File: config.mk
export PLATFORM = sky130hd
export DESIGN_NAME = spc_queue
export DESIGN_NICKNAME = d
export VERILOG_FILES = /design/src/design/spc_pkg.sv /design/src/design/spc_queue.sv
export SDC_FILE = /design/constraint.sdc
export NUM_CORES = 1
export LEC_CHECK = 0
export BUFFER_PORTS_ARGS = -buffer_cell sky130_fd_sc_hd__buf_2
export CAP_MARGIN = 20
export CORE_MARGIN = 2
export CORE_UTILIZATION = 50
export DETAILED_ROUTE_END_ITERATION = 8
export GPL_ROUTABILITY_DRIVEN = 0
export PLACE_DENSITY = 0.77
export SYNTH_ARGS = -nofsm -noshare
export SYNTH_HDL_FRONTEND = slang
export SYNTH_SLANG_ARGS = --single-unit
File: constraint.sdc
create_clock -name clk -period 14.7 [get_ports clk]
set_input_delay 1.47 -clock clk [delete_from_list [all_inputs] [get_ports clk]]
set_output_delay 1.47 -clock clk [all_outputs]
set_load 0.1 [all_outputs]
File: src/design/spc_pkg.sv
// Shared constants, types and state codes of the squared correlation unit.
package spc_pkg;

  localparam int MAX_PAIRS   = 16384;
  localparam int SAMPLE_BITS = 16;

  localparam int IN_W    = 16;
  localparam int COUNT_W = 15;
  localparam int SUM_W   = 31;
  localparam int CROSS_W = 46;
  localparam int SQ_W    = 45;
  localparam int PROD_IN_W = 2 * SAMPLE_BITS;

  localparam int FRAC_BITS = 16;
  localparam int Q_W       = FRAC_BITS + 1;
  localparam int BIT_W     = $clog2(Q_W);

  localparam int MUL_W  = 64;
  localparam int HALF_W = MUL_W / 2;
  localparam int PROD_W = 2 * MUL_W;
  localparam int REM_W  = PROD_W + FRAC_BITS;

  localparam int QUEUE_DEPTH = 2;
  localparam int QPTR_W      = $clog2(QUEUE_DEPTH);

  // Totals of one completed set.
  typedef struct packed {
    logic [COUNT_W-1:0] n;
    logic [SUM_W-1:0]   sum_first;
    logic [SUM_W-1:0]   sum_second;
    logic [CROSS_W-1:0] sum_cross;
    logic [SQ_W-1:0]    sum_first_sq;
    logic [SQ_W-1:0]    sum_second_sq;
  } snap_t;

  typedef struct packed {
    logic             start;
    logic [MUL_W-1:0] a;
    logic [MUL_W-1:0] b;
  } mul_req_t;

  typedef struct packed {
    logic              done;
    logic [PROD_W-1:0] product;
  } mul_resp_t;

  typedef enum logic [2:0] {
    B_IDLE,
    B_ISSUE,
    B_WAIT,
    B_CHECK,
    B_DIV,
    B_DONE
  } back_state_t;

  // Multiply sequence of the back end.
  typedef enum logic [2:0] {
    OP_COV_A,
    OP_COV_B,
    OP_VX_A,
    OP_VX_B,
    OP_VY_A,
    OP_VY_B,
    OP_NUM,
    OP_DEN
  } op_t;

endpackage

File: src/design/spc_queue.sv
// Short queue of completed set totals between front and back ends.
module spc_queue import spc_pkg::*; (
  input  logic  clk,
  input  logic  rst,
  input  logic  push,
  input  snap_t push_data,
  input  logic  pop,
  output snap_t head,
  output logic  empty,
  output logic  full
);

  snap_t               entries [QUEUE_DEPTH];
  logic [QPTR_W-1:0]   wr_ptr, rd_ptr;
  logic [QPTR_W:0]     count;

  assign empty = (count == '0);
  assign full  = (count == (QPTR_W+1)'(QUEUE_DEPTH));
  assign head  = entries[rd_ptr];

  always_ff @(posedge clk) begin
    if (push && !full) begin
      entries[wr_ptr] <= push_data;
    end
  end

  always_ff @(posedge clk) begin
    if (rst) begin
      wr_ptr <= '0;
      rd_ptr <= '0;
      count  <= '0;
    end else begin
      if (push && !full) begin
        wr_ptr <= (wr_ptr == QPTR_W'(QUEUE_DEPTH - 1)) ? '0 : wr_ptr + QPTR_W'(1);
      end
      if (pop && !empty) begin
        rd_ptr <= (rd_ptr == QPTR_W'(QUEUE_DEPTH - 1)) ? '0 : rd_ptr + QPTR_W'(1);
      end
      case ({push && !full, pop && !empty})
        2'b10:   count <= count + (QPTR_W+1)'(1);
        2'b01:   count <= count - (QPTR_W+1)'(1);
        default: count <= count;
      endcase
    end
  end

endmodule

==> out/results.tsv <==
stage	metric	value	unit
floorplan	Die ar.	32600	um^2
run_status	status	complete, no violations	
sta	Worst-Margin Slew	1.10	ns
cts	TritonCTS clock tree	done	
cts	Clk Latency, worst-skew pair	0.52	ns
grt	Global Route Usage Sum	19.2	%
cts	CTS buffer count	42	
floorplan	num ports	432	
route	drt total wl	32200	um
synth	Syn Nets	907	
floorplan	DIE WIDTH	181	um
setup_path	CP required	13.23	ns
sta	Slew HR	26.8	%
final_layout	leading cell type in the layout, fill and taps excluded	buf_2	
route	Antenna Nets Post-Route	0	
grt	grt total ovfl	0	
setup_path	most frequent cell on the critical path	buf_4	
setup_path	Critical Path, Cell by Cell	buf_4 > buf_4 > mux2_2 > buf_2	
cts	cts repair resizes	0	
cts	CTS sink cnt	431	
setup_path	reg2reg start	count[0]$_SDFFE_PP0P_	
synth	cell taking the most area after synthesis	edfxtp_1	
setup_path	delay-heaviest family, CP	buffers and inverters	
sta	final setup TNS	0	ns
floorplan	die height	181	um
grt	largest net degree at the start of global routing	140	
hold_path	WHS Endpoint	wr_ptr$_SDFFE_PP0P_	
route	drt drc	0	
setup_path	Worst R2R Path Depth	5	
synth	Ys Warns	0	
sta	maximum clock rate	210	MHz
sta	Layout Skew	0.00947	ns
setup_path	CP max-delay cell	dfxtp_4	
route	drt via density	5.05	
setup_path	Worst Setup End Kind	output pin	
cts	CTS clk-pin slew, worst paths	0.06	ns
final_layout	layout cells sized above 1	60.1	%
floorplan	Initial Util	50.9	%
sta	Final Max Tran Viols	0	
synth	Synth top area share	82.0	%
synth	post-synth cell types	19	
setup_path	crit start category	flip-flop	
sta	fin crit share	32.4	%
floorplan	core box area	30700	um^2
route	routed len/inst	20.4	um
setup_path	slowest cell delay on critical path	0.66	ns
flow_run	Max-cap violations	0	
route	vias	7992	
synth	Mapped Area	15600	um^2
placed_design	dpl hpwl	21400	um
sta	Final Hold Fails	0	
final_layout	Final nets	1364	
synth	mean post-synth cell area	22.7	um^2
route	First DRT Iteration DRCs	558	
placed_design	Port Buffers	431	
setup_path	Crit Path Max Fanout	56	
cts	H-tree levels	2	
final_layout	Layout Area Growth over Synthesis	24.6	%
setup_path	Worst Setup Path Type	flip-flop to output pin	
final_layout	filler cell count	2118	
sta	minimum clock period	4.77	ns
setup_path	Critical Path AT	3.30	ns
hold_path	Hold Path Cell Cnt	2	
cts	hold buffer count at CTS	0	
hold_path	worst min-delay path class	flip-flop to flip-flop	
setup_path	Buffers & Inverters on Critical Path	3	
grt	first-pass GRT wire length	48100	um
floorplan	Std-Cell Rows	64	
synth	sequential share of the synthesized area	82.6	%
final_layout	most frequent cells in the layout	buf_2, edfxtp_1, mux2_2	
setup_path	Critical R2R Capture	entries[0][39]$_DFFE_PP_	
sta	RSZ-0062 raised after global routing	no	
synth	Synth Instances	689	
synth	Seq cells post-synth	431	
cts	Post-CTS Setup Bufs	0	
grt	vias in the first global route	8552	
route	Initial DRT Pass Iterations	5	
cts	Root Buffer	clkbuf_16	
sta	Setup violations, final	0	
setup_path	FF-to-FF setup slack	11.57	ns
synth	top post-synthesis cells by area	edfxtp_1, mux2_2, dfxtp_1, buf_4, buf_6	
hold_path	start point of the worst min-delay path	wr_ptr$_SDFFE_PP0P_	
grt	initial antenna violation count	8	
cts	Max clock buf depth	3	
[worst reg2reg max path: stages (launching register included)]
cell and delay (ns):
dfxtp_1 0.43, nand2b_2 0.19, inv_2 0.06, or3_1 0.42
inv_8 0.66, buf_4 0.94
[Yosys cell counts, drive strengths merged]
master	count
dfxtp	5
buf	24
and3	1
ha	1
nand2b	1
o21a	1
a21oi	2
o21ai	2
xnor2	2
nor2	4
mux2	213
xor2	1
edfxtp	426
or3	2
inv	3
nand2	1
[flip-flops by register name (all words and copies together), names as in the netlist, named ones only]
| signal | flops |
|---|---|
| rd_ptr | 1 |
| count | 2 |
| entries | 426 |
| wr_ptr | 1 |
[routing by layer]
metal / GRT usage (%) / vias up / part of all wire (%)
li1: - / 3666 / -
met1: 22.3 / 3864 / 37
met2: 32.9 / 383 / 50
met3: 6.41 / 73 / 9.5
met4: 7.45 / 6 / 3.2
met5: 0 / - / 0.096
[worst max-delay path by stage]
stage / start / to / slack [ns] / cells past startpoint
2_1_floorplan: push / entries[1][0]$_DFFE_PP_ / 7.72 / 1
3_3_place_gp: flip-flop / head[145] / 10.48 / 4
3_5_place_dp: flip-flop / head[147] / 10.45 / 4
4_1_cts: flip-flop / head[147] / 9.85 / 4
5_1_grt: flip-flop / head[133] / 9.73 / 4
6_report: flip-flop / head[133] / 9.93 / 4
[per-stage QoR]
stage / utilization (%) / hold WS [ns] / setup WS, ns / cell area [um^2] / cells
after detailed placement: 59.1 / 0.498 / 10.45 / 18100 / 1498
after global routing: 63.4 / 0.536 / 9.73 / 19400 / 1580
after CTS: 63.3 / 0.503 / 9.85 / 19400 / 1575
after global placement: 59.1 / 0.478 / 10.48 / 18100 / 1498
final: 63.4 / 0.507 / 9.93 / 19400 / 1582
after floorplan: - / 0.452 / 7.72 / 15600 / 689
[layout make-up]
class / instances / area, um^2 / area share, %
multi-input cells: 231 / 2520 / 12.9
clock buffers: 56 / 1120 / 5.79
inverters: 3 / 18.8 / 0.0965
well taps: 396 / 495 / 2.55
diodes: 7 / 17.5 / 0.0901
flip-flops and latches: 431 / 12900 / 66.3
repair buffers: 437 / 2200 / 11.3
clock inverters: 21 / 173 / 0.888
[cell families (layout without fill, tap and decap cells)]
group	Yosys count	in the layout	synth area share, %
adders and majority gates	1	1	0.0802
DFF	431	431	82.6
buffers and inverters	27	517	1.30
and+or+nand+nor	9	9	0.297
xor gates and xnor gates	3	3	0.168
muxes	213	213	15.4
other	0	7	0
AOI/OAI and AO/OA	5	5	0.176
Power is not shown: default switching activity piles up to over one toggle a cycle in this logic, so the estimate is an artifact.
