==> config.mk <==
export PLATFORM = sky130hd
export DESIGN_NAME = spc_mul
export DESIGN_NICKNAME = d
export VERILOG_FILES = /design/src/design/spc_pkg.sv /design/src/design/spc_mul.sv
export SDC_FILE = /design/constraint.sdc
export NUM_CORES = 2
export LEC_CHECK = 0
export ABC_AREA = 1
export BUFFER_PORTS_ARGS = -buffer_cell sky130_fd_sc_hd__buf_2
export CAP_MARGIN = 20
export CORE_ASPECT_RATIO = 2
export CORE_MARGIN = 10
export CORE_UTILIZATION = 40
export CTS_CLUSTER_DIAMETER = 200
export CTS_CLUSTER_SIZE = 28
export DETAILED_ROUTE_END_ITERATION = 8
export GPL_TIMING_DRIVEN = 0
export SLEW_MARGIN = 40
export SYNTH_ARGS = -nofsm -noshare
export SYNTH_HDL_FRONTEND = slang
export SYNTH_SLANG_ARGS = --single-unit
==> constraint.sdc <==
create_clock -name clk -period 12.7 [get_ports clk]
set_input_delay 1.27 -clock clk [delete_from_list [all_inputs] [get_ports clk]]
set_output_delay 1.27 -clock clk [all_outputs]
set_load 0.02 [all_outputs]
==> src/design/spc_pkg.sv <==
// Shared constants, types and state codes of the squared correlation unit.
package spc_pkg;

  localparam int MAX_PAIRS   = 16384;
  localparam int SAMPLE_BITS = 16;

  localparam int IN_W    = 16;
  localparam int COUNT_W = 15;
  localparam int SUM_W   = 31;
  localparam int CROSS_W = 46;
  localparam int SQ_W    = 45;
  localparam int PROD_IN_W = 2 * SAMPLE_BITS;

  localparam int FRAC_BITS = 16;
  localparam int Q_W       = FRAC_BITS + 1;
  localparam int BIT_W     = $clog2(Q_W);

  localparam int MUL_W  = 64;
  localparam int HALF_W = MUL_W / 2;
  localparam int PROD_W = 2 * MUL_W;
  localparam int REM_W  = PROD_W + FRAC_BITS;

  localparam int QUEUE_DEPTH = 2;
  localparam int QPTR_W      = $clog2(QUEUE_DEPTH);

  // Totals of one completed set.
  typedef struct packed {
    logic [COUNT_W-1:0] n;
    logic [SUM_W-1:0]   sum_first;
    logic [SUM_W-1:0]   sum_second;
    logic [CROSS_W-1:0] sum_cross;
    logic [SQ_W-1:0]    sum_first_sq;
    logic [SQ_W-1:0]    sum_second_sq;
  } snap_t;

  typedef struct packed {
    logic             start;
    logic [MUL_W-1:0] a;
    logic [MUL_W-1:0] b;
  } mul_req_t;

  typedef struct packed {
    logic              done;
    logic [PROD_W-1:0] product;
  } mul_resp_t;

  typedef enum logic [2:0] {
    B_IDLE,
    B_ISSUE,
    B_WAIT,
    B_CHECK,
    B_DIV,
    B_DONE
  } back_state_t;

  // Multiply sequence of the back end.
  typedef enum logic [2:0] {
    OP_COV_A,
    OP_COV_B,
    OP_VX_A,
    OP_VX_B,
    OP_VY_A,
    OP_VY_B,
    OP_NUM,
    OP_DEN
  } op_t;

endpackage

==> src/design/spc_mul.sv <==
// Shared signed 64x64 multiplier built from four 32x32 partial products.
module spc_mul import spc_pkg::*; (
  input  logic      clk,
  input  logic      rst,
  input  mul_req_t  req,
  output mul_resp_t resp
);

  logic              busy, done;
  logic [2:0]        step;
  logic [MUL_W-1:0]  a_mag, b_mag;
  logic              neg;
  logic [MUL_W-1:0]  pp;
  logic [1:0]        pp_sh;
  logic [PROD_W-1:0] acc, acc_add, product;
  logic [HALF_W-1:0] a_half, b_half;

  assign a_half = step[1] ? a_mag[MUL_W-1:HALF_W] : a_mag[HALF_W-1:0];
  assign b_half = step[0] ? b_mag[MUL_W-1:HALF_W] : b_mag[HALF_W-1:0];

  always_comb begin
    case (pp_sh)
      2'd0:    acc_add = PROD_W'(pp);
      2'd1:    acc_add = PROD_W'(pp) << HALF_W;
      2'd2:    acc_add = PROD_W'(pp) << MUL_W;
      default: acc_add = '0;
    endcase
  end

  // step 0..3 multiply, 1..4 accumulate, 5 apply sign
  always_ff @(posedge clk) begin
    if (!busy && req.start) begin
      a_mag <= req.a[MUL_W-1] ? MUL_W'(-req.a) : req.a;
      b_mag <= req.b[MUL_W-1] ? MUL_W'(-req.b) : req.b;
      neg   <= req.a[MUL_W-1] ^ req.b[MUL_W-1];
      acc   <= '0;
    end else if (busy) begin
      if (step < 3'd4) begin
        pp    <= a_half * b_half;
        pp_sh <= {1'b0, step[1]} + {1'b0, step[0]};
      end
      if (step >= 3'd1 && step <= 3'd4) begin
        acc <= acc + acc_add;
      end
      if (step == 3'd5) begin
        product <= neg ? PROD_W'(-acc) : acc;
      end
    end
  end

  always_ff @(posedge clk) begin
    if (rst) begin
      busy <= 1'b0;
      done <= 1'b0;
      step <= '0;
    end else begin
      done <= 1'b0;
      if (!busy && req.start) begin
        busy <= 1'b1;
        step <= '0;
      end else if (busy) begin
        step <= step + 3'd1;
        if (step == 3'd5) begin
          busy <= 1'b0;
          done <= 1'b1;
        end
      end
    end
  end

  assign resp = '{done: done, product: product};

endmodule

==> results of run 1 <==
==> cells by family after synthesis <==
group                    share of synthesized area, %
AND/OR/NAND/NOR                                  26.5
buffers and inverters                            14.0
adder cells (fa/ha/maj)                          32.1
AO/OA/AOI/OAI                                    5.86
flip-flops                                       17.3
XOR/XNOR                                         4.26
==> routing by layer <==
layer / overflow / global-route usage [%]
met4: 579 / 74.6
met1: 6 / 57.4
met5: 0 / 9.30
met2: 1178 / 89.6
met3: 17 / 40.8
==> per-stage QoR <==
stage,std cells,utilization [%]
after CTS,12800,43.5
after detailed placement,12800,43.1
after floorplan,10200,-
after global placement,12800,42.5
==> impl_metrics.py, run 1 <==
metrics = {
    "cts": {
        "cts_buffers": 20,
        "cts_setup_buffers": 0,
        "cts_root_buf": "clkbuf_16",
        "cts_hold_buffers": 0,
        "clock_sinks": 456,
        "cts_max_level": 1,
        "cts_buffer_depth": 3,
        "post_cts_resized": 0,
    },
    "yosys": {
        "synth_top_area_share_pct": 25.2,
        "synthCells": 10200,
        "async_reset_ff_share_pct": 0,
        "synth_commonest_cells": "nand2_1, inv_1, nor2_1, fa_1, ha_1",
        "syn_avg_cell_area_um2": 7.01,
        "synth_area_leaders": "fa_1, edfxtp_1, nand2_1",
        "syn_nets": 11600,
        "ys_types": 56,
        "synth_edf_count": 323,
        "yosysTopAreaCell": "fa_1",
        "yosysMostFrequentCell": "nand2_1",
        "synth_ff_type": "edfxtp_1",
        "yosys_warnings": 0,
        "ys_seq_area_share_pct": 17.3,
        "ys_ff_latch": 456,
        "syn-cell-area_um2": 71400,
    },
    "die": {
        "boundaryPins": 260,
        "start_util_pct": 40.1,
        "fp.dieH_um": 617,
        "placementRows": 219,
        "die_w_um": 319,
    },
    "global_route": {
        "grt_max_degree": 48,
        "grt_pass1_vias": 92000,
        "track_usage_pct": 63.9,
        "grt_overflow": 1780,
        "grt_pass1_wl_um": 901000,
    },
    "placement": {
        "place.gp.congestion": 1.24,
        "io_buffer_count": 258,
        "dpl_cell_area_um2": 76700,
        "dpl.hpwl_um": 421000,
        "dp_slack_ps": 1520,
    },
    "status": {
        "haltStage": "global routing (5_1_grt)",
        "status": "aborted with a tool error",
        "tool.error": "[ERROR GRT-0116] Global routing finished with congestion. Check the congestion regions in the DRC Viewer.",
    },
}
==> inputs of run 2 (changes only) <==
--- a/config.mk
+++ b/config.mk
@@ -8,13 +8,11 @@
 export ABC_AREA = 1
 export BUFFER_PORTS_ARGS = -buffer_cell sky130_fd_sc_hd__buf_2
 export CAP_MARGIN = 20
-export CORE_ASPECT_RATIO = 2
 export CORE_MARGIN = 10
-export CORE_UTILIZATION = 40
-export CTS_CLUSTER_DIAMETER = 200
-export CTS_CLUSTER_SIZE = 28
+export CORE_UTILIZATION = 25
 export DETAILED_ROUTE_END_ITERATION = 8
 export GPL_TIMING_DRIVEN = 0
+export PLACE_DENSITY_LB_ADDON = 0.15
 export SLEW_MARGIN = 40
 export SYNTH_ARGS = -nofsm -noshare
 export SYNTH_HDL_FRONTEND = slang
==> impl_metrics.py, run 2 <==
metrics = {
    "setup_path": {
        "worstSetupPathType": "reg2reg",
        "critPathSlowestCell": "clkinv_1",
        "path_common_cell": "fa_1",
        "cp-start-kind": "register",
        "cpPeakStageDelay_ps": 750,
        "crit_required_ps": 13130,
        "crit_arrival_ps": 11100,
        "crit_fanout": 10,
        "end_kind": "register",
    },
    "routing": {
        "via_per_inst": 4.67,
        "vias": 67200,
        "wl_per_cell_um": 27.1,
        "first_pass_iters": 6,
        "dr.first_iter.drc_count": 5205,
        "antenna_left": 0,
        "totalWireLength_um": 390000,
        "remaining_drc_errors": 0,
    },
    "sta": {
        "setup_violations": 0,
        "post-route-period-util_pct": 84.0,
        "slew-limit-headroom_pct": 34.6,
        "fmax_ghz": 0.0937,
        "hold_viol_final": 0,
        "tns_ps": 0,
        "worstMarginPinSlew_ps": 973,
        "period_minus_slack_ps": 10670,
        "fin_hold_ws_ps": 504,
        "rsz0062_at_grt": "no",
        "drv_slew": 0,
        "clock_skew_ps": 37.6,
    },
    "yosys": {
        "ys_ff_latch": 456,
        "ys_types": 56,
        "async_reset_ff_share_pct": 0,
        "synth_edf_count": 323,
        "yosysMostFrequentCell": "nand2_1",
        "syn_nets": 11600,
        "yosysTopAreaCell": "fa_1",
        "synthCells": 10200,
        "ys_seq_area_share_pct": 17.3,
        "synth_top_area_share_pct": 25.2,
        "syn-cell-area_um2": 71400,
        "synth_area_leaders": "fa_1, edfxtp_1, nand2_1",
        "synth_ff_type": "edfxtp_1",
        "syn_avg_cell_area_um2": 7.01,
        "yosys_warnings": 0,
        "synth_commonest_cells": "nand2_1, inv_1, nor2_1, fa_1, ha_1",
    },
    "layout": {
        "fin_area_um2": 80700,
        "final_cell_mix": "nand2_1, inv_1, nor2_1, fa_1, ha_1",
        "drive_above_1_share_pct": 6.95,
        "layout_commonest_cell": "nand2_1",
        "reg_top3": "acc x128, product x128",
        "finalNetCount": 12000,
        "syn_to_final_growth_pct": 13.1,
    },
    "cts": {
        "cts_setup_buffers": 0,
        "clock_latency_ps": 730,
        "cts_tree": "done",
        "clock_sinks": 456,
        "cts_root_buf": "clkbuf_16",
        "path_clk_slew_ps": 60,
        "cts_max_level": 3,
        "cts_buffer_depth": 3,
        "post_cts_resized": 0,
        "cts_hold_buffers": 0,
        "cts_buffers": 66,
    },
    "global_route": {
        "track_usage_pct": 24.6,
        "grt_pass1_vias": 69500,
        "grt_pass1_wl_um": 534000,
        "antenna_found_initial": 19,
        "grt_max_degree": 41,
        "grt_overflow": 0,
    },
    "die": {
        "coreArea_um2": 285000,
        "die_w_um": 554,
        "boundaryPins": 260,
        "placementRows": 196,
        "dieArea_um2": 307000,
        "fp.dieH_um": 554,
        "start_util_pct": 25.1,
    },
    "hold_path": {
        "hp-class": "reg2reg",
    },
    "placement": {
        "dpl.hpwl_um": 340000,
        "io_buffer_count": 258,
        "place.gp.congestion": 1.01,
        "dpl_cell_area_um2": 78400,
    },
    "status": {
        "status": "complete, no violations",
    },
    "run": {
        "maxCapViolCount": 0,
    },
}
-- run 2: cell counts after synthesis --
Identical to the previous run, type by type.
-- run 2: final cells by class --
| type | instances | area (µm²) |
|---|---|---|
| diodes | 4 | 10.0 |
| plain buffers | 256 | 1140 |
| clock buffers | 78 | 1740 |
| clock inverters | 39 | 569 |
| fillers | 32100 | 204000 |
| inverters | 2398 | 9000 |
| multi-input cells | 7071 | 49300 |
| flip-flops and latches | 456 | 12400 |
| well taps | 3762 | 4710 |
| repair buffers | 307 | 1870 |
-- run 2: cell families (layout without fill, tap and decap cells) --
family,Yosys count,after routing,synth area share (%)
and+or+nand+nor,4677,4677,26.5
buffers and inverters,2654,3078,14.0
adders and majority gates,1293,1293,32.1
AOI/OAI and AO/OA,754,754,5.86
DFF,456,456,17.3
xor gates and xnor gates,347,347,4.26
other,0,4,0
-- run 2: per-layer routing --
layer	part of all wire, %	routed length (µm)	up-vias	track usage (%)
met1	41	161000	33000	30.4
met3	4.8	18600	650	2.81
met2	46	181000	2259	41.3
li1	-	-	31300	-
met5	0.018	72	-	0
met4	7.4	29000	10	14.5
-- run 2: worst max-delay path, delay by kind of cell (launching register included) --
family,cells,cell delay [ps]
adder cells (fa/ha/maj),9,4620
buffers and inverters,7,2250
AND/OR/NAND/NOR,6,1310
AO/OA/AOI/OAI,4,1280
flip-flops,1,700
XOR/XNOR,1,190
-- run 2: stage by stage --
| step | utilization [%] | worst slack, ps | std cells |
|---|---|---|---|
| after floorplan | - | 2340 | 10200 |
| after detailed placement | 27.5 | 2170 | 14200 |
| after global routing | 28.4 | 1950 | 14400 |
| final | 28.4 | 2030 | 14400 |
| after CTS | 28.3 | 2130 | 14400 |
| after global placement | 27.2 | -3370 | 14200 |
-- run 2: worst paths after layout --
path	cells after the start	slack (ps)	end	startpoint
min reg2reg	0	500	product[0]	acc[0]
max reg2reg	27	2030	pp[56]	step[1]
min	0	500	product[0]	acc[0]
max	27	2030	pp[56]	step[1]
Power of run 2 is not shown: default switching activity piles up to over one toggle a cycle in this logic, so the estimate is an artifact.
