## src/design/spc_pkg.sv

```systemverilog
// Shared constants, types and state codes of the squared correlation unit.
package spc_pkg;

  localparam int MAX_PAIRS   = 16384;
  localparam int SAMPLE_BITS = 16;

  localparam int IN_W    = 16;
  localparam int COUNT_W = 15;
  localparam int SUM_W   = 31;
  localparam int CROSS_W = 46;
  localparam int SQ_W    = 45;
  localparam int PROD_IN_W = 2 * SAMPLE_BITS;

  localparam int FRAC_BITS = 16;
  localparam int Q_W       = FRAC_BITS + 1;
  localparam int BIT_W     = $clog2(Q_W);

  localparam int MUL_W  = 64;
  localparam int HALF_W = MUL_W / 2;
  localparam int PROD_W = 2 * MUL_W;
  localparam int REM_W  = PROD_W + FRAC_BITS;

  localparam int QUEUE_DEPTH = 2;
  localparam int QPTR_W      = $clog2(QUEUE_DEPTH);

  // Totals of one completed set.
  typedef struct packed {
    logic [COUNT_W-1:0] n;
    logic [SUM_W-1:0]   sum_first;
    logic [SUM_W-1:0]   sum_second;
    logic [CROSS_W-1:0] sum_cross;
    logic [SQ_W-1:0]    sum_first_sq;
    logic [SQ_W-1:0]    sum_second_sq;
  } snap_t;

  typedef struct packed {
    logic             start;
    logic [MUL_W-1:0] a;
    logic [MUL_W-1:0] b;
  } mul_req_t;

  typedef struct packed {
    logic              done;
    logic [PROD_W-1:0] product;
  } mul_resp_t;

  typedef enum logic [2:0] {
    B_IDLE,
    B_ISSUE,
    B_WAIT,
    B_CHECK,
    B_DIV,
    B_DONE
  } back_state_t;

  // Multiply sequence of the back end.
  typedef enum logic [2:0] {
    OP_COV_A,
    OP_COV_B,
    OP_VX_A,
    OP_VX_B,
    OP_VY_A,
    OP_VY_B,
    OP_NUM,
    OP_DEN
  } op_t;

endpackage

```

## src/design/spc_pair_if.sv

```systemverilog
// Input channel: one sample pair per transaction.
interface spc_pair_if import spc_pkg::*; ();
  logic            valid;
  logic            ready;
  logic [IN_W-1:0] first_sample;
  logic [IN_W-1:0] second_sample;
  logic            last_pair;

  modport source (output valid, first_sample, second_sample, last_pair, input ready);
  modport sink (input valid, first_sample, second_sample, last_pair, output ready);
endinterface

```

## src/design/spc_front.sv

```systemverilog
// Front end: accumulates count and sums, hands a set's totals to the queue.
module spc_front import spc_pkg::*; (
  input  logic           clk,
  input  logic           rst,
  spc_pair_if.sink       pair_in,
  input  logic           queue_full,
  output logic           push,
  output snap_t          snap
);

  logic [COUNT_W-1:0]        pairs_seen, pairs_seen_next;
  logic signed [SUM_W-1:0]   sum_first, sum_first_next;
  logic signed [SUM_W-1:0]   sum_second, sum_second_next;
  logic signed [CROSS_W-1:0] sum_cross, sum_cross_next;
  logic [SQ_W-1:0]           sum_first_sq, sum_first_sq_next;
  logic [SQ_W-1:0]           sum_second_sq, sum_second_sq_next;

  logic signed [SAMPLE_BITS-1:0] x, y;
  logic signed [PROD_IN_W-1:0]   xy, xx, yy;
  logic                          take, accept;

  assign x = pair_in.first_sample[SAMPLE_BITS-1:0];
  assign y = pair_in.second_sample[SAMPLE_BITS-1:0];
  assign xy = x * y;
  assign xx = x * x;
  assign yy = y * y;

  // count saturates; pairs past the limit are dropped
  assign take   = pairs_seen < COUNT_W'(MAX_PAIRS);
  assign accept = pair_in.valid && pair_in.ready;
  assign pair_in.ready = !queue_full;

  always_comb begin
    pairs_seen_next    = pairs_seen;
    sum_first_next     = sum_first;
    sum_second_next    = sum_second;
    sum_cross_next     = sum_cross;
    sum_first_sq_next  = sum_first_sq;
    sum_second_sq_next = sum_second_sq;
    if (take) begin
      pairs_seen_next    = pairs_seen + COUNT_W'(1);
      sum_first_next     = sum_first + SUM_W'(x);
      sum_second_next    = sum_second + SUM_W'(y);
      sum_cross_next     = sum_cross + CROSS_W'(xy);
      // squares are never negative: zero-extend
      sum_first_sq_next  = sum_first_sq + SQ_W'(unsigned'(xx));
      sum_second_sq_next = sum_second_sq + SQ_W'(unsigned'(yy));
    end
  end

  assign push = accept && pair_in.last_pair;
  assign snap = '{n:             pairs_seen_next,
                  sum_first:     sum_first_next,
                  sum_second:    sum_second_next,
                  sum_cross:     sum_cross_next,
                  sum_first_sq:  sum_first_sq_next,
                  sum_second_sq: sum_second_sq_next};

  always_ff @(posedge clk) begin
    if (rst || push) begin
      pairs_seen    <= '0;
      sum_first     <= '0;
      sum_second    <= '0;
      sum_cross     <= '0;
      sum_first_sq  <= '0;
      sum_second_sq <= '0;
    end else if (accept) begin
      pairs_seen    <= pairs_seen_next;
      sum_first     <= sum_first_next;
      sum_second    <= sum_second_next;
      sum_cross     <= sum_cross_next;
      sum_first_sq  <= sum_first_sq_next;
      sum_second_sq <= sum_second_sq_next;
    end
  end

endmodule

```

## src/flat_wrapper.sv

```systemverilog
// flat-port wrapper written by rule: the top's interface ports become plain ports
module spc_front_flat import spc_pkg::*;
  (clk, rst, queue_full, push, snap, pair_in_valid, pair_in_first_sample, pair_in_second_sample, pair_in_last_pair, pair_in_ready);
  spc_pair_if pair_in_i ();
  input  logic clk;
  input  logic rst;
  input  logic queue_full;
  output logic push;
  output snap_t snap;
  input wire logic [$bits(pair_in_i.valid)-1:0] pair_in_valid;
  input wire logic [$bits(pair_in_i.first_sample)-1:0] pair_in_first_sample;
  input wire logic [$bits(pair_in_i.second_sample)-1:0] pair_in_second_sample;
  input wire logic [$bits(pair_in_i.last_pair)-1:0] pair_in_last_pair;
  output wire logic [$bits(pair_in_i.ready)-1:0] pair_in_ready;
  assign pair_in_i.valid = pair_in_valid;
  assign pair_in_i.first_sample = pair_in_first_sample;
  assign pair_in_i.second_sample = pair_in_second_sample;
  assign pair_in_i.last_pair = pair_in_last_pair;
  assign pair_in_ready = pair_in_i.ready;
  spc_front u_core (.clk(clk), .rst(rst), .pair_in(pair_in_i), .queue_full(queue_full), .push(push), .snap(snap));
endmodule
```

## config.mk

```make
export PLATFORM = sky130hd
export DESIGN_NAME = spc_front_flat
export DESIGN_NICKNAME = d
export VERILOG_FILES = /design/src/design/spc_pkg.sv /design/src/design/spc_pair_if.sv /design/src/design/spc_front.sv /design/src/flat_wrapper.sv
export SDC_FILE = /design/constraint.sdc
export NUM_CORES = 2
export LEC_CHECK = 0
export BUFFER_PORTS_ARGS = -buffer_cell sky130_fd_sc_hd__clkbuf_2
export CORE_MARGIN = 8
export CORE_UTILIZATION = 40
export CTS_BUF_LIST = sky130_fd_sc_hd__clkbuf_8 sky130_fd_sc_hd__clkbuf_16
export CTS_CLUSTER_DIAMETER = 30
export DETAILED_ROUTE_END_ITERATION = 6
export GPL_ROUTABILITY_DRIVEN = 1
export GPL_TIMING_DRIVEN = 1
export PLACE_DENSITY = 0.55
export RECOVER_POWER = 100
export SLEW_MARGIN = 0
export SYNTH_ARGS = -nofsm -noshare
export SYNTH_HDL_FRONTEND = slang
export SYNTH_SLANG_ARGS = --single-unit
```

## constraint.sdc

```tcl
create_clock -name clk -period 15.6 [get_ports clk]
set_input_delay 2.34 -clock clk [delete_from_list [all_inputs] [get_ports clk]]
set_output_delay 2.34 -clock clk [all_outputs]
set_load 0.1 [all_outputs]
```

==> flow_metrics.tcl <==
set metrics [dict create \
    final_area_um2 51850 \
    synth_top_cells_by_count "1,004 x inv_1, 830 x fa_1, 722 x nand2_1, 424 x ha_1, 345 x nor2_1" \
    synth_top_flop_cell "dfxtp_1" \
    wirelength_um 141500 \
    fillers 11760 \
    cts_root_buffer "clkbuf_16" \
    reg2regPathDepth 5 \
    yosys-top-cells-area "fa_1 36%, ha_1 11%, dfxtp_1 9.1%, inv_1 8.1%, nand2_1 5.8%" \
    die_h_um 357.7 \
    hold_viol_final 0 \
    cts_setup_buffers 0 \
    tns_ns 0 \
    grt_usage 0.2244 \
    post_cts_resized 0 \
    synth_fa_ha_area_frac 0.4692 \
    setup_viol_count_final 0 \
    finalCriticalPeriod_ns 14.66 \
    grt_max_degree 189 \
    core-area_um2 116000 \
    violations "max-capacitance violations, max-slew violations" \
    clkTransAtPathRegs_ns 0.04 \
    slew_headroom -1.895 \
    rsz0062_at_grt "no" \
    ff2ff_setup_slack_ns 7.97 \
    grt_first_pass_wirelength_um 223900 \
    synth_cell_type_count 90 \
    crit_type "primary input to output port" \
    portBuffers 251 \
    maxSlewViolCount 496 \
    cpMostUsedCell "fa_1" \
    max_freq_mhz 68.23 \
    worstMarginPinSlew_ns 4.343 \
    drc 0 \
    fin_cells 7277 \
    die-area_um2 128000 \
    cts_buffers 76 \
    drt-initial-drc-count 2473 \
    avgSynthCellArea_um2 8.431 \
    dpl.hpwl_um 113600 \
    seq_area_frac_synth 0.09128 \
    grt_overflow 0 \
    worstPathArrival_ns 12.32 \
    endpoint_kind "output port" \
    synth_top_family_by_area "adder cells" \
    synth_largest_area_cell "fa_1" \
    crit_required_ns 13.26 \
    netlist_instances 5541 \
    r2r-start "u_core.pairs_seen[14]" \
    start_util 0.4026 \
    regArea_um2 4264 \
    cts_tree "yes" \
    hold_path_depth 2 \
    yosys.area_share.simple 0.1552 \
    dpl.cell_count 7141 \
    place.gp.congestion 0.9175 \
    multi_input_area_um2 37710 \
    htreeDepth 3 \
    drtPass1Iterations 6 \
    num_rows 125 \
    vias 37790 \
    yosysWarnings 0 \
    critical_path.slowest_cell "clkbuf_1" \
    antenna_found_initial 9 \
    clock_latency_ns 0.66 \
    cts_num_sinks 213 \
    status "finished with violations" \
    max_cap_violations 10 \
    dpl_cell_area_um2 49500 \
    postRouteAntennaNets 0 \
    area_delta_synth_final_pct 10.99 \
    min_to "u_core.sum_first[14]" \
    synth_compound_area_frac 0.1227 \
    dieWidth_um 357.7 \
    cts_max_path_buffers 3 \
    muxShareOfSynthArea 0.006107 \
    drive_gt1_frac 0.05080 \
    yosys.area.top_type_share 0.3557 \
    netlist_area_um2 46720 \
    vias_per_cell 5.193 \
    skew_ns 0.06047 \
    synth_xor_area_frac 0.05531 \
    timing.rr.end "u_core.sum_second_sq[20]" \
    io_pins 252 \
    ys_ff_latch 213 \
    finalCritPeriodShare 0.9395 \
    synth_edf_count 0 \
    wl_per_cell_um 19.44 \
    grt_pass1_vias 38640 \
    start_kind "primary input" \
    postSynth.asyncResetShare 0 \
    fin_nets 6986 \
    hp-class "register to register" \
    critPathMaxFanout 25 \
    cts_hold_buf 0 \
    synth_nets 6832 \
    min-delay-start "u_core.sum_first[14]" \
    max_stage_delay_ns 0.89 \
    synth.most_common_cell "inv_1" \
]
==> critical path: cells and delay by family <==
family,cells,cell delay (ns)
xor gates and xnor gates,2,0.28
buffers and inverters,5,1.95
adders and majority gates,8,3.56
AOI/OAI and AO/OA,14,3.58
and+or+nand+nor,4,0.58
==> cell usage in the layout, fill, tap and decap left out, drive strengths merged, types with 8 or more instances in the layout <==
cell | netlist | routed
inv | 1004 | 1016
fa | 830 | 830
nand2 | 722 | 722
ha | 424 | 424
nor2 | 345 | 345
clkbuf | 212 | 345
o21ai | 288 | 288
a21oi | 247 | 247
dfxtp | 213 | 213
xnor2 | 191 | 191
and2 | 181 | 181
a21o | 109 | 109
xor2 | 104 | 104
nand3 | 91 | 91
nor3 | 61 | 61
buf | 21 | 51
and3 | 40 | 40
nand2b | 36 | 36
o21a | 34 | 34
o21bai | 32 | 32
a31oi | 30 | 30
clkinv | 8 | 27
nand4 | 26 | 26
nor2b | 25 | 25
a211oi | 22 | 22
o211ai | 21 | 21
or3 | 20 | 20
mux2 | 20 | 20
a31o | 17 | 17
o31ai | 14 | 14
a21boi | 13 | 13
or4 | 12 | 12
bufinv | 0 | 11
nand3b | 8 | 8
a221oi | 8 | 8
and4 | 8 | 8
or2 | 8 | 8
==> per-stage QoR <==
step | setup WS, ns | utilization | hold WS (ns)
2_1_floorplan | 1.521 | - | 0.4446
3_3_place_gp | 1.694 | 0.4265 | 0.4641
3_5_place_dp | 1.629 | 0.4265 | 0.4667
4_1_cts | 1.533 | 0.4499 | 0.4713
5_1_grt | 0.5139 | 0.4467 | 0.4913
6_report | 0.9431 | 0.4468 | 0.4692
==> state kept, by name (all words and copies together), names as in the netlist <==
signal                cells
u_core.pairs_seen        15
u_core.sum_cross         46
u_core.sum_first         31
u_core.sum_first_sq      45
u_core.sum_second        31
u_core.sum_second_sq     45
==> per-layer routing <==
layer / wire length [µm] / up-vias / GRT usage
li1: - / 17840 / -
met5: 0 / - / 0
met3: 9646 / 187 / 0.04575
met4: 5040 / 0 / 0.07831
met1: 63190 / 18780 / 0.3079
met2: 63600 / 981 / 0.3513
==> kinds of logic (layout without fill, tap and decap cells) <==
logic type | Yosys count | in the layout
xor gates and xnor gates | 295 | 295
other | 0 | 5
adders and majority gates | 1254 | 1254
buffers and inverters | 1245 | 1452
muxes | 26 | 26
AOI/OAI and AO/OA | 907 | 907
and+or+nand+nor | 1601 | 1601
DFF | 213 | 213
==> cell type report <==
cell class	count	share of cell area
diodes	5	0.0002413
clock buffers	87	0.03960
clock inverters	44	0.01284
inverters	1012	0.07326
multi-input cells	4083	0.7273
flip-flops and latches	213	0.08224
well taps	1524	0.03678
repair buffers	309	0.02773
==> worst max-delay path by stage <==
stage | from | to | slack (ns)
6_report | pair_in_first_sample[1] | snap[87] | 0.94
5_1_grt | pair_in_first_sample[1] | snap[87] | 0.51
4_1_cts | pair_in_second_sample[1] | snap[34] | 1.53
3_5_place_dp | pair_in_second_sample[1] | snap[34] | 1.63
3_3_place_gp | pair_in_second_sample[3] | snap[34] | 1.69
2_1_floorplan | pair_in_second_sample[3] | snap[31] | 1.52
Power is not shown: default switching activity piles up to over one toggle a cycle in this logic, so the estimate is an artifact.
