--- src/design/spc_pkg.sv ---
// Shared constants, types and state codes of the squared correlation unit.
package spc_pkg;

  localparam int MAX_PAIRS   = 16384;
  localparam int SAMPLE_BITS = 16;

  localparam int IN_W    = 16;
  localparam int COUNT_W = 15;
  localparam int SUM_W   = 31;
  localparam int CROSS_W = 46;
  localparam int SQ_W    = 45;
  localparam int PROD_IN_W = 2 * SAMPLE_BITS;

  localparam int FRAC_BITS = 16;
  localparam int Q_W       = FRAC_BITS + 1;
  localparam int BIT_W     = $clog2(Q_W);

  localparam int MUL_W  = 64;
  localparam int HALF_W = MUL_W / 2;
  localparam int PROD_W = 2 * MUL_W;
  localparam int REM_W  = PROD_W + FRAC_BITS;

  localparam int QUEUE_DEPTH = 2;
  localparam int QPTR_W      = $clog2(QUEUE_DEPTH);

  // Totals of one completed set.
  typedef struct packed {
    logic [COUNT_W-1:0] n;
    logic [SUM_W-1:0]   sum_first;
    logic [SUM_W-1:0]   sum_second;
    logic [CROSS_W-1:0] sum_cross;
    logic [SQ_W-1:0]    sum_first_sq;
    logic [SQ_W-1:0]    sum_second_sq;
  } snap_t;

  typedef struct packed {
    logic             start;
    logic [MUL_W-1:0] a;
    logic [MUL_W-1:0] b;
  } mul_req_t;

  typedef struct packed {
    logic              done;
    logic [PROD_W-1:0] product;
  } mul_resp_t;

  typedef enum logic [2:0] {
    B_IDLE,
    B_ISSUE,
    B_WAIT,
    B_CHECK,
    B_DIV,
    B_DONE
  } back_state_t;

  // Multiply sequence of the back end.
  typedef enum logic [2:0] {
    OP_COV_A,
    OP_COV_B,
    OP_VX_A,
    OP_VX_B,
    OP_VY_A,
    OP_VY_B,
    OP_NUM,
    OP_DEN
  } op_t;

endpackage

--- src/design/spc_result_if.sv ---
// Output channel: one correlation result per transaction.
interface spc_result_if import spc_pkg::*; ();
  logic               valid;
  logic               ready;
  logic [Q_W-1:0]     r_squared;
  logic               undefined_result;
  logic [COUNT_W-1:0] pair_count;

  modport source (output valid, r_squared, undefined_result, pair_count, input ready);
  modport sink (input valid, r_squared, undefined_result, pair_count, output ready);
endinterface

--- src/design/spc_back.sv ---
// Back end: forms covariance and variances, then divides for r squared.
module spc_back import spc_pkg::*; (
  input  logic          clk,
  input  logic          rst,
  input  snap_t         head,
  input  logic          queue_empty,
  output logic          pop,
  output mul_req_t      mul_req,
  input  mul_resp_t     mul_resp,
  spc_result_if.source  result_out
);

  back_state_t state, state_next;
  op_t         op;
  snap_t       snap;

  logic signed [MUL_W-1:0] p_a, cov, vx, vy;
  logic [PROD_W-1:0]       num;
  logic [REM_W-1:0]        rem, den_sh;
  logic [Q_W-1:0]          quot;
  logic [BIT_W-1:0]        div_bit;
  logic                    flag, var_zero, fits;
  logic signed [MUL_W-1:0] prod_lo;

  assign prod_lo  = mul_resp.product[MUL_W-1:0];
  assign var_zero = (vx <= 0) || (vy <= 0);
  assign fits     = den_sh <= rem;

  // next state
  always_comb begin
    state_next = state;
    case (state)
      B_IDLE:  if (!queue_empty) state_next = B_ISSUE;
      B_ISSUE: state_next = B_WAIT;
      B_WAIT: begin
        if (mul_resp.done) begin
          if (op == OP_VY_B)      state_next = B_CHECK;
          else if (op == OP_DEN)  state_next = B_DIV;
          else                    state_next = B_ISSUE;
        end
      end
      B_CHECK: state_next = var_zero ? B_DONE : B_ISSUE;
      B_DIV:   if (div_bit == '0) state_next = B_DONE;
      B_DONE:  if (result_out.ready) state_next = B_IDLE;
      default: state_next = B_IDLE;
    endcase
  end

  // outputs
  always_comb begin
    pop           = (state == B_IDLE) && !queue_empty;
    mul_req.start = (state == B_ISSUE);
    case (op)
      OP_COV_A: begin
        mul_req.a = MUL_W'(snap.n);
        mul_req.b = MUL_W'($signed(snap.sum_cross));
      end
      OP_COV_B: begin
        mul_req.a = MUL_W'($signed(snap.sum_first));
        mul_req.b = MUL_W'($signed(snap.sum_second));
      end
      OP_VX_A: begin
        mul_req.a = MUL_W'(snap.n);
        mul_req.b = MUL_W'(snap.sum_first_sq);
      end
      OP_VX_B: begin
        mul_req.a = MUL_W'($signed(snap.sum_first));
        mul_req.b = MUL_W'($signed(snap.sum_first));
      end
      OP_VY_A: begin
        mul_req.a = MUL_W'(snap.n);
        mul_req.b = MUL_W'(snap.sum_second_sq);
      end
      OP_VY_B: begin
        mul_req.a = MUL_W'($signed(snap.sum_second));
        mul_req.b = MUL_W'($signed(snap.sum_second));
      end
      OP_NUM: begin
        mul_req.a = cov;
        mul_req.b = cov;
      end
      OP_DEN: begin
        mul_req.a = vx;
        mul_req.b = vy;
      end
      default: begin
        mul_req.a = '0;
        mul_req.b = '0;
      end
    endcase
    result_out.valid            = (state == B_DONE);
    result_out.r_squared        = quot;
    result_out.undefined_result = flag;
    result_out.pair_count       = snap.n;
  end

  always_ff @(posedge clk) begin
    if (rst) begin
      state <= B_IDLE;
    end else begin
      state <= state_next;
    end
  end

  // datapath registers
  always_ff @(posedge clk) begin
    case (state)
      B_IDLE: begin
        if (!queue_empty) begin
          snap <= head;
          op   <= OP_COV_A;
          flag <= 1'b0;
          quot <= '0;
        end
      end
      B_WAIT: begin
        if (mul_resp.done) begin
          case (op)
            OP_COV_A, OP_VX_A, OP_VY_A: p_a <= prod_lo;
            OP_COV_B: cov <= p_a - prod_lo;
            OP_VX_B:  vx  <= p_a - prod_lo;
            OP_VY_B:  vy  <= p_a - prod_lo;
            OP_NUM:   num <= mul_resp.product;
            default:  p_a <= p_a;
          endcase
          if (op == OP_DEN) begin
            rem     <= {num, FRAC_BITS'(0)};
            den_sh  <= REM_W'(mul_resp.product) << FRAC_BITS;
            div_bit <= BIT_W'(Q_W - 1);
          end else if (op != OP_VY_B) begin
            op <= op_t'(op + 3'd1);
          end
        end
      end
      B_CHECK: begin
        if (var_zero) begin
          flag <= 1'b1;
        end else begin
          op <= OP_NUM;
        end
      end
      B_DIV: begin
        if (fits) begin
          rem           <= rem - den_sh;
          quot[div_bit] <= 1'b1;
        end
        den_sh  <= den_sh >> 1;
        div_bit <= div_bit - BIT_W'(1);
      end
      default: begin
        snap <= snap;
      end
    endcase
  end

endmodule

--- src/flat_wrapper.sv ---
// flat-port wrapper written by rule: the top's interface ports become plain ports
module spc_back_flat import spc_pkg::*;
  (clk, rst, head, queue_empty, pop, mul_req, mul_resp, result_out_valid, result_out_r_squared, result_out_undefined_result, result_out_pair_count, result_out_ready);
  spc_result_if result_out_i ();
  input  logic clk;
  input  logic rst;
  input  snap_t head;
  input  logic queue_empty;
  output logic pop;
  output mul_req_t mul_req;
  input  mul_resp_t mul_resp;
  output wire logic [$bits(result_out_i.valid)-1:0] result_out_valid;
  output wire logic [$bits(result_out_i.r_squared)-1:0] result_out_r_squared;
  output wire logic [$bits(result_out_i.undefined_result)-1:0] result_out_undefined_result;
  output wire logic [$bits(result_out_i.pair_count)-1:0] result_out_pair_count;
  input wire logic [$bits(result_out_i.ready)-1:0] result_out_ready;
  assign result_out_valid = result_out_i.valid;
  assign result_out_r_squared = result_out_i.r_squared;
  assign result_out_undefined_result = result_out_i.undefined_result;
  assign result_out_pair_count = result_out_i.pair_count;
  assign result_out_i.ready = result_out_ready;
  spc_back u_core (.clk(clk), .rst(rst), .head(head), .queue_empty(queue_empty), .pop(pop), .mul_req(mul_req), .mul_resp(mul_resp), .result_out(result_out_i));
endmodule
--- config.mk ---
export PLATFORM = sky130hd
export DESIGN_NAME = spc_back_flat
export DESIGN_NICKNAME = d
export VERILOG_FILES = /design/src/design/spc_pkg.sv /design/src/design/spc_result_if.sv /design/src/design/spc_back.sv /design/src/flat_wrapper.sv
export SDC_FILE = /design/constraint.sdc
export NUM_CORES = 2
export LEC_CHECK = 0
export ABC_CLOCK_PERIOD_IN_PS = 17870
export BUFFER_PORTS_ARGS = -buffer_cell sky130_fd_sc_hd__buf_2
export CAP_MARGIN = 20
export CORE_ASPECT_RATIO = 1.25
export CORE_MARGIN = 2
export CORE_UTILIZATION = 45
export CTS_CLUSTER_DIAMETER = 60
export DETAILED_ROUTE_END_ITERATION = 8
export GPL_TIMING_DRIVEN = 0
export PLACE_DENSITY_LB_ADDON = 0.05
export SETUP_SLACK_MARGIN = 0.5
export SLEW_MARGIN = 15
export SYNTH_ARGS = -nofsm -noshare
export SYNTH_HDL_FRONTEND = slang
export SYNTH_SLANG_ARGS = --single-unit
--- constraint.sdc ---
create_clock -name clk -period 17.87 [get_ports clk]
set_clock_uncertainty 0.15 [all_clocks]
set_input_delay 0.8935 -clock clk [delete_from_list [all_inputs] [get_ports clk]]
set_output_delay 0.8935 -clock clk [all_outputs]
set_load 0.02 [all_outputs]
==> impl_metrics.ini <==
[critical_path]
reg2reg_setup_slack_ps = 11720
crit_fanout = 17
critPathArrivalTime_ps = 6230
critical_path.max_stage_delay_ps = 790
path_cells = inv_1 > ha_1 > nor2b_1 > o31a_1 > o31ai_1 > a211oi_1 > nor3b_2 > o211ai_2 > a21oi_2 > o31ai_2 > a21oi_1 > o21ai_0 > a21oi_1 > nand2_1
critPathKind = register to register
crit_path_top_delay_cell = nand2_1
cp.depth = 14
r2r_end = u_core.result_out.r_squared[5]$_SDFFCE_PN0P_
rr_worst_depth = 14
worstSetupStartpointType = register
worstReg2RegStart = u_core.den_sh[2]$_SDFFCE_PN0P_
end_kind = register
required_ps = 17940
cpLargestDelayFamily = compound AO/OA/AOI/OAI gates
crit_top_cell = a21oi_1
path_buf_inv = 1

[route]
post_drt_wl_per_cell_um = 25.5
drtIter0Drc = 3683
drtPass1Iterations = 9
ant_nets = 0
drt_wl_total_um = 172000
routed_via_density = 5.80
vias = 39200
drc = 4

[timing]
grt_setup_unrepaired = false
setup_tns_ps = 0
post-route-period-util = 0.344
period_needed_ps = 6150
clock.fmax_mhz = 162
setup_viol = 0
finalMaxSlewViolations = 0
tightest_slew_ps = 1250
max_slew_margin = 0.161
holdWs_ps = 171
hold_viol_final = 0

[placement]
dp_hpwl_um = 136000
dpl_cell_area_mm2 = 0.0540
gp_congestion = 0.959
io_buffers = 509

[synth]
synth_flop_cell = edfxtp_1
synth.net_count = 5127
synth.area.top_cells = edfxtp_1 (56%), ha_1 (5.6%), nand2_1 (4.6%)
yosysWarningCount = 0
syn_inst = 4562
yosysTopAreaCell = edfxtp_1
yosysSeqAreaShare = 0.562
synth_edf_count = 911
netlist_area_mm2 = 0.0487
postSynth.asyncResetShare = 0
synth.top_cell.area_share = 0.561
yosysUniqueCellTypes = 88
synth_seq_cells = 914
avgSynthCellArea_um2 = 10.7

[final_layout]
final_core_util = 0.532
drive_gt1_frac = 0.155
nets = 5772
fillers = 9860
stdcell_area_mm2 = 0.0575
final_common_cell = edfxtp_1
layout_common_cells = edfxtp_1 (911), nand2_1 (597), buf_2 (529)
area_delta_synth_final_pct = 17.9

[hold_path]
worstHoldPathCells = 1
min_to = u_core.snap[136]$_DFFE_PP_
hp-class = input pin to register
worstHoldStart = head[136]

[clock_tree]
cts_buffers = 100
post-cts-setup-buffers = 0
ctsHoldBuffers = 0
htree_levels = 3
clk_pin_slew_ps = 70
cts_tree = done
cts_sinks = 914
insertion_delay_ps = 740
ctsResizeCount = 0
root_buffer = clkbuf_16
cts.path.max_buffers = 3

[global_route]
grt.total_usage = 0.303
grt_pass1_wl_um = 250000
antenna_found_initial = 42
gr-total-overflow = 0
grt_max_degree = 98
grt_pass1_vias = 38700

[power]
peakVddDrop_v = 0.000113
total_power_mw = 6.12
power_density_mw_per_mm2 = 107
p_leak_nw = 22.0

[floorplanning]
die_area_mm2 = 0.111
core_area_mm2 = 0.108
start_util = 0.452
io_pins = 510
rows = 135
fp.dieH_um = 372
die_w_um = 298

[status]
status = complete, but fails checks
failed_checks = design-rule violations

[flow_run]
drv_cap = 0
==> sequential cells by signal, indices dropped and copies added, names as in the netlist, 3 cells and up <==
signal,count
u_core.div_bit,5
u_core.vx,64
u_core.result_out.r_squared,17
u_core.den_sh,144
u_core.op,3
u_core.vy,64
u_core.state,3
u_core.num,128
u_core.cov,64
u_core.result_out.pair_count,15
u_core.snap,198
u_core.p_a,64
u_core.rem,144
==> area by class of cell <==
type	count	area, um^2	share of cell area
diodes	29	72.6	0.00126
plain buffers	266	1090	0.0189
clock buffers	109	2540	0.0441
clock inverters	78	893	0.0155
inverters	285	1080	0.0188
multi-input cells	3097	19200	0.335
flip-flops and latches	914	27400	0.477
well taps	1438	1800	0.0313
repair buffers	543	3330	0.0580
==> worst register-to-register path, stage by stage (launching register included) <==
cell	delay (ps)
edfxtp_1	370
inv_1	100
ha_1	280
nor2b_1	190
o31a_1	290
o31ai_1	460
a211oi_1	220
nor3b_2	550
o211ai_2	230
a21oi_2	460
o31ai_2	210
a21oi_1	510
o21ai_0	190
a21oi_1	640
nand2_1	790
==> worst max path at each step <==
stage / startpoint / to / slack (ps)
after floorplan: u_core.op[1]$_DFFE_PP_ / u_core.rem[0]$_SDFFCE_PN0P_ / 5310
after global placement: u_core.op[1]$_DFFE_PP_ / u_core.rem[106]$_DFFE_PP_ / -2360
after detailed placement: u_core.den_sh[2]$_SDFFCE_PN0P_ / u_core.result_out.r_squared[3]$_SDFFCE_PN0P_ / 11790
after CTS: u_core.den_sh[2]$_SDFFCE_PN0P_ / u_core.result_out.r_squared[5]$_SDFFCE_PN0P_ / 11750
after global routing: u_core.den_sh[7]$_SDFFCE_PN0P_ / u_core.result_out.r_squared[5]$_SDFFCE_PN0P_ / 11480
final: u_core.den_sh[2]$_SDFFCE_PN0P_ / u_core.result_out.r_squared[5]$_SDFFCE_PN0P_ / 11720
==> Yosys cell counts (34+ instances only) <==
library cell  count
ha_1            217
o21ai_0         404
xnor2_1         110
nand3_1          50
a222oi_1         65
nor4_1           52
xor2_1           79
clkbuf_1        213
a31oi_1          89
inv_1           285
a41oi_1          34
nor2_1          292
nand4_1         109
nor3_1           38
nand2_1         597
edfxtp_1        911
o21bai_1         58
a21oi_1         384
a21o_1          118
==> routing by layer <==
layer | GRT usage | vias up | share of wire
met5 | 0 | - | 0.00023
met2 | 0.545 | 1375 | 0.51
met1 | 0.349 | 19100 | 0.38
met4 | 0.169 | 6 | 0.057
met3 | 0.0410 | 376 | 0.055
li1 | - | 18300 | -
==> kinds of logic after synthesis <==
kind of cell / Yosys count / share of synthesized area
AO/OA/AOI/OAI: 1382 / 0.178
buffers and inverters: 551 / 0.0442
flip-flops: 914 / 0.562
multiplexers: 36 / 0.00819
adder cells (fa/ha/maj): 219 / 0.0565
XOR/XNOR: 189 / 0.0340
AND/OR/NAND/NOR: 1271 / 0.117
==> power breakdown <==
part | switching, mW | leakage [nW] | internal, mW
logic | 0.942 | 12.0 | 0.411
registers | 0.0521 | 8.35 | 2.52
clock network | 0.937 | 1.66 | 1.26
==> through the flow <==
step | worst slack, ps | std cells
2_1_floorplan | 5310 | 4562
3_3_place_gp | -2360 | 6509
3_5_place_dp | 11790 | 6543
4_1_cts | 11750 | 6730
5_1_grt | 11480 | 6744
6_report | 11720 | 6759
No activity file was read; power rests on OpenSTA's default activity.
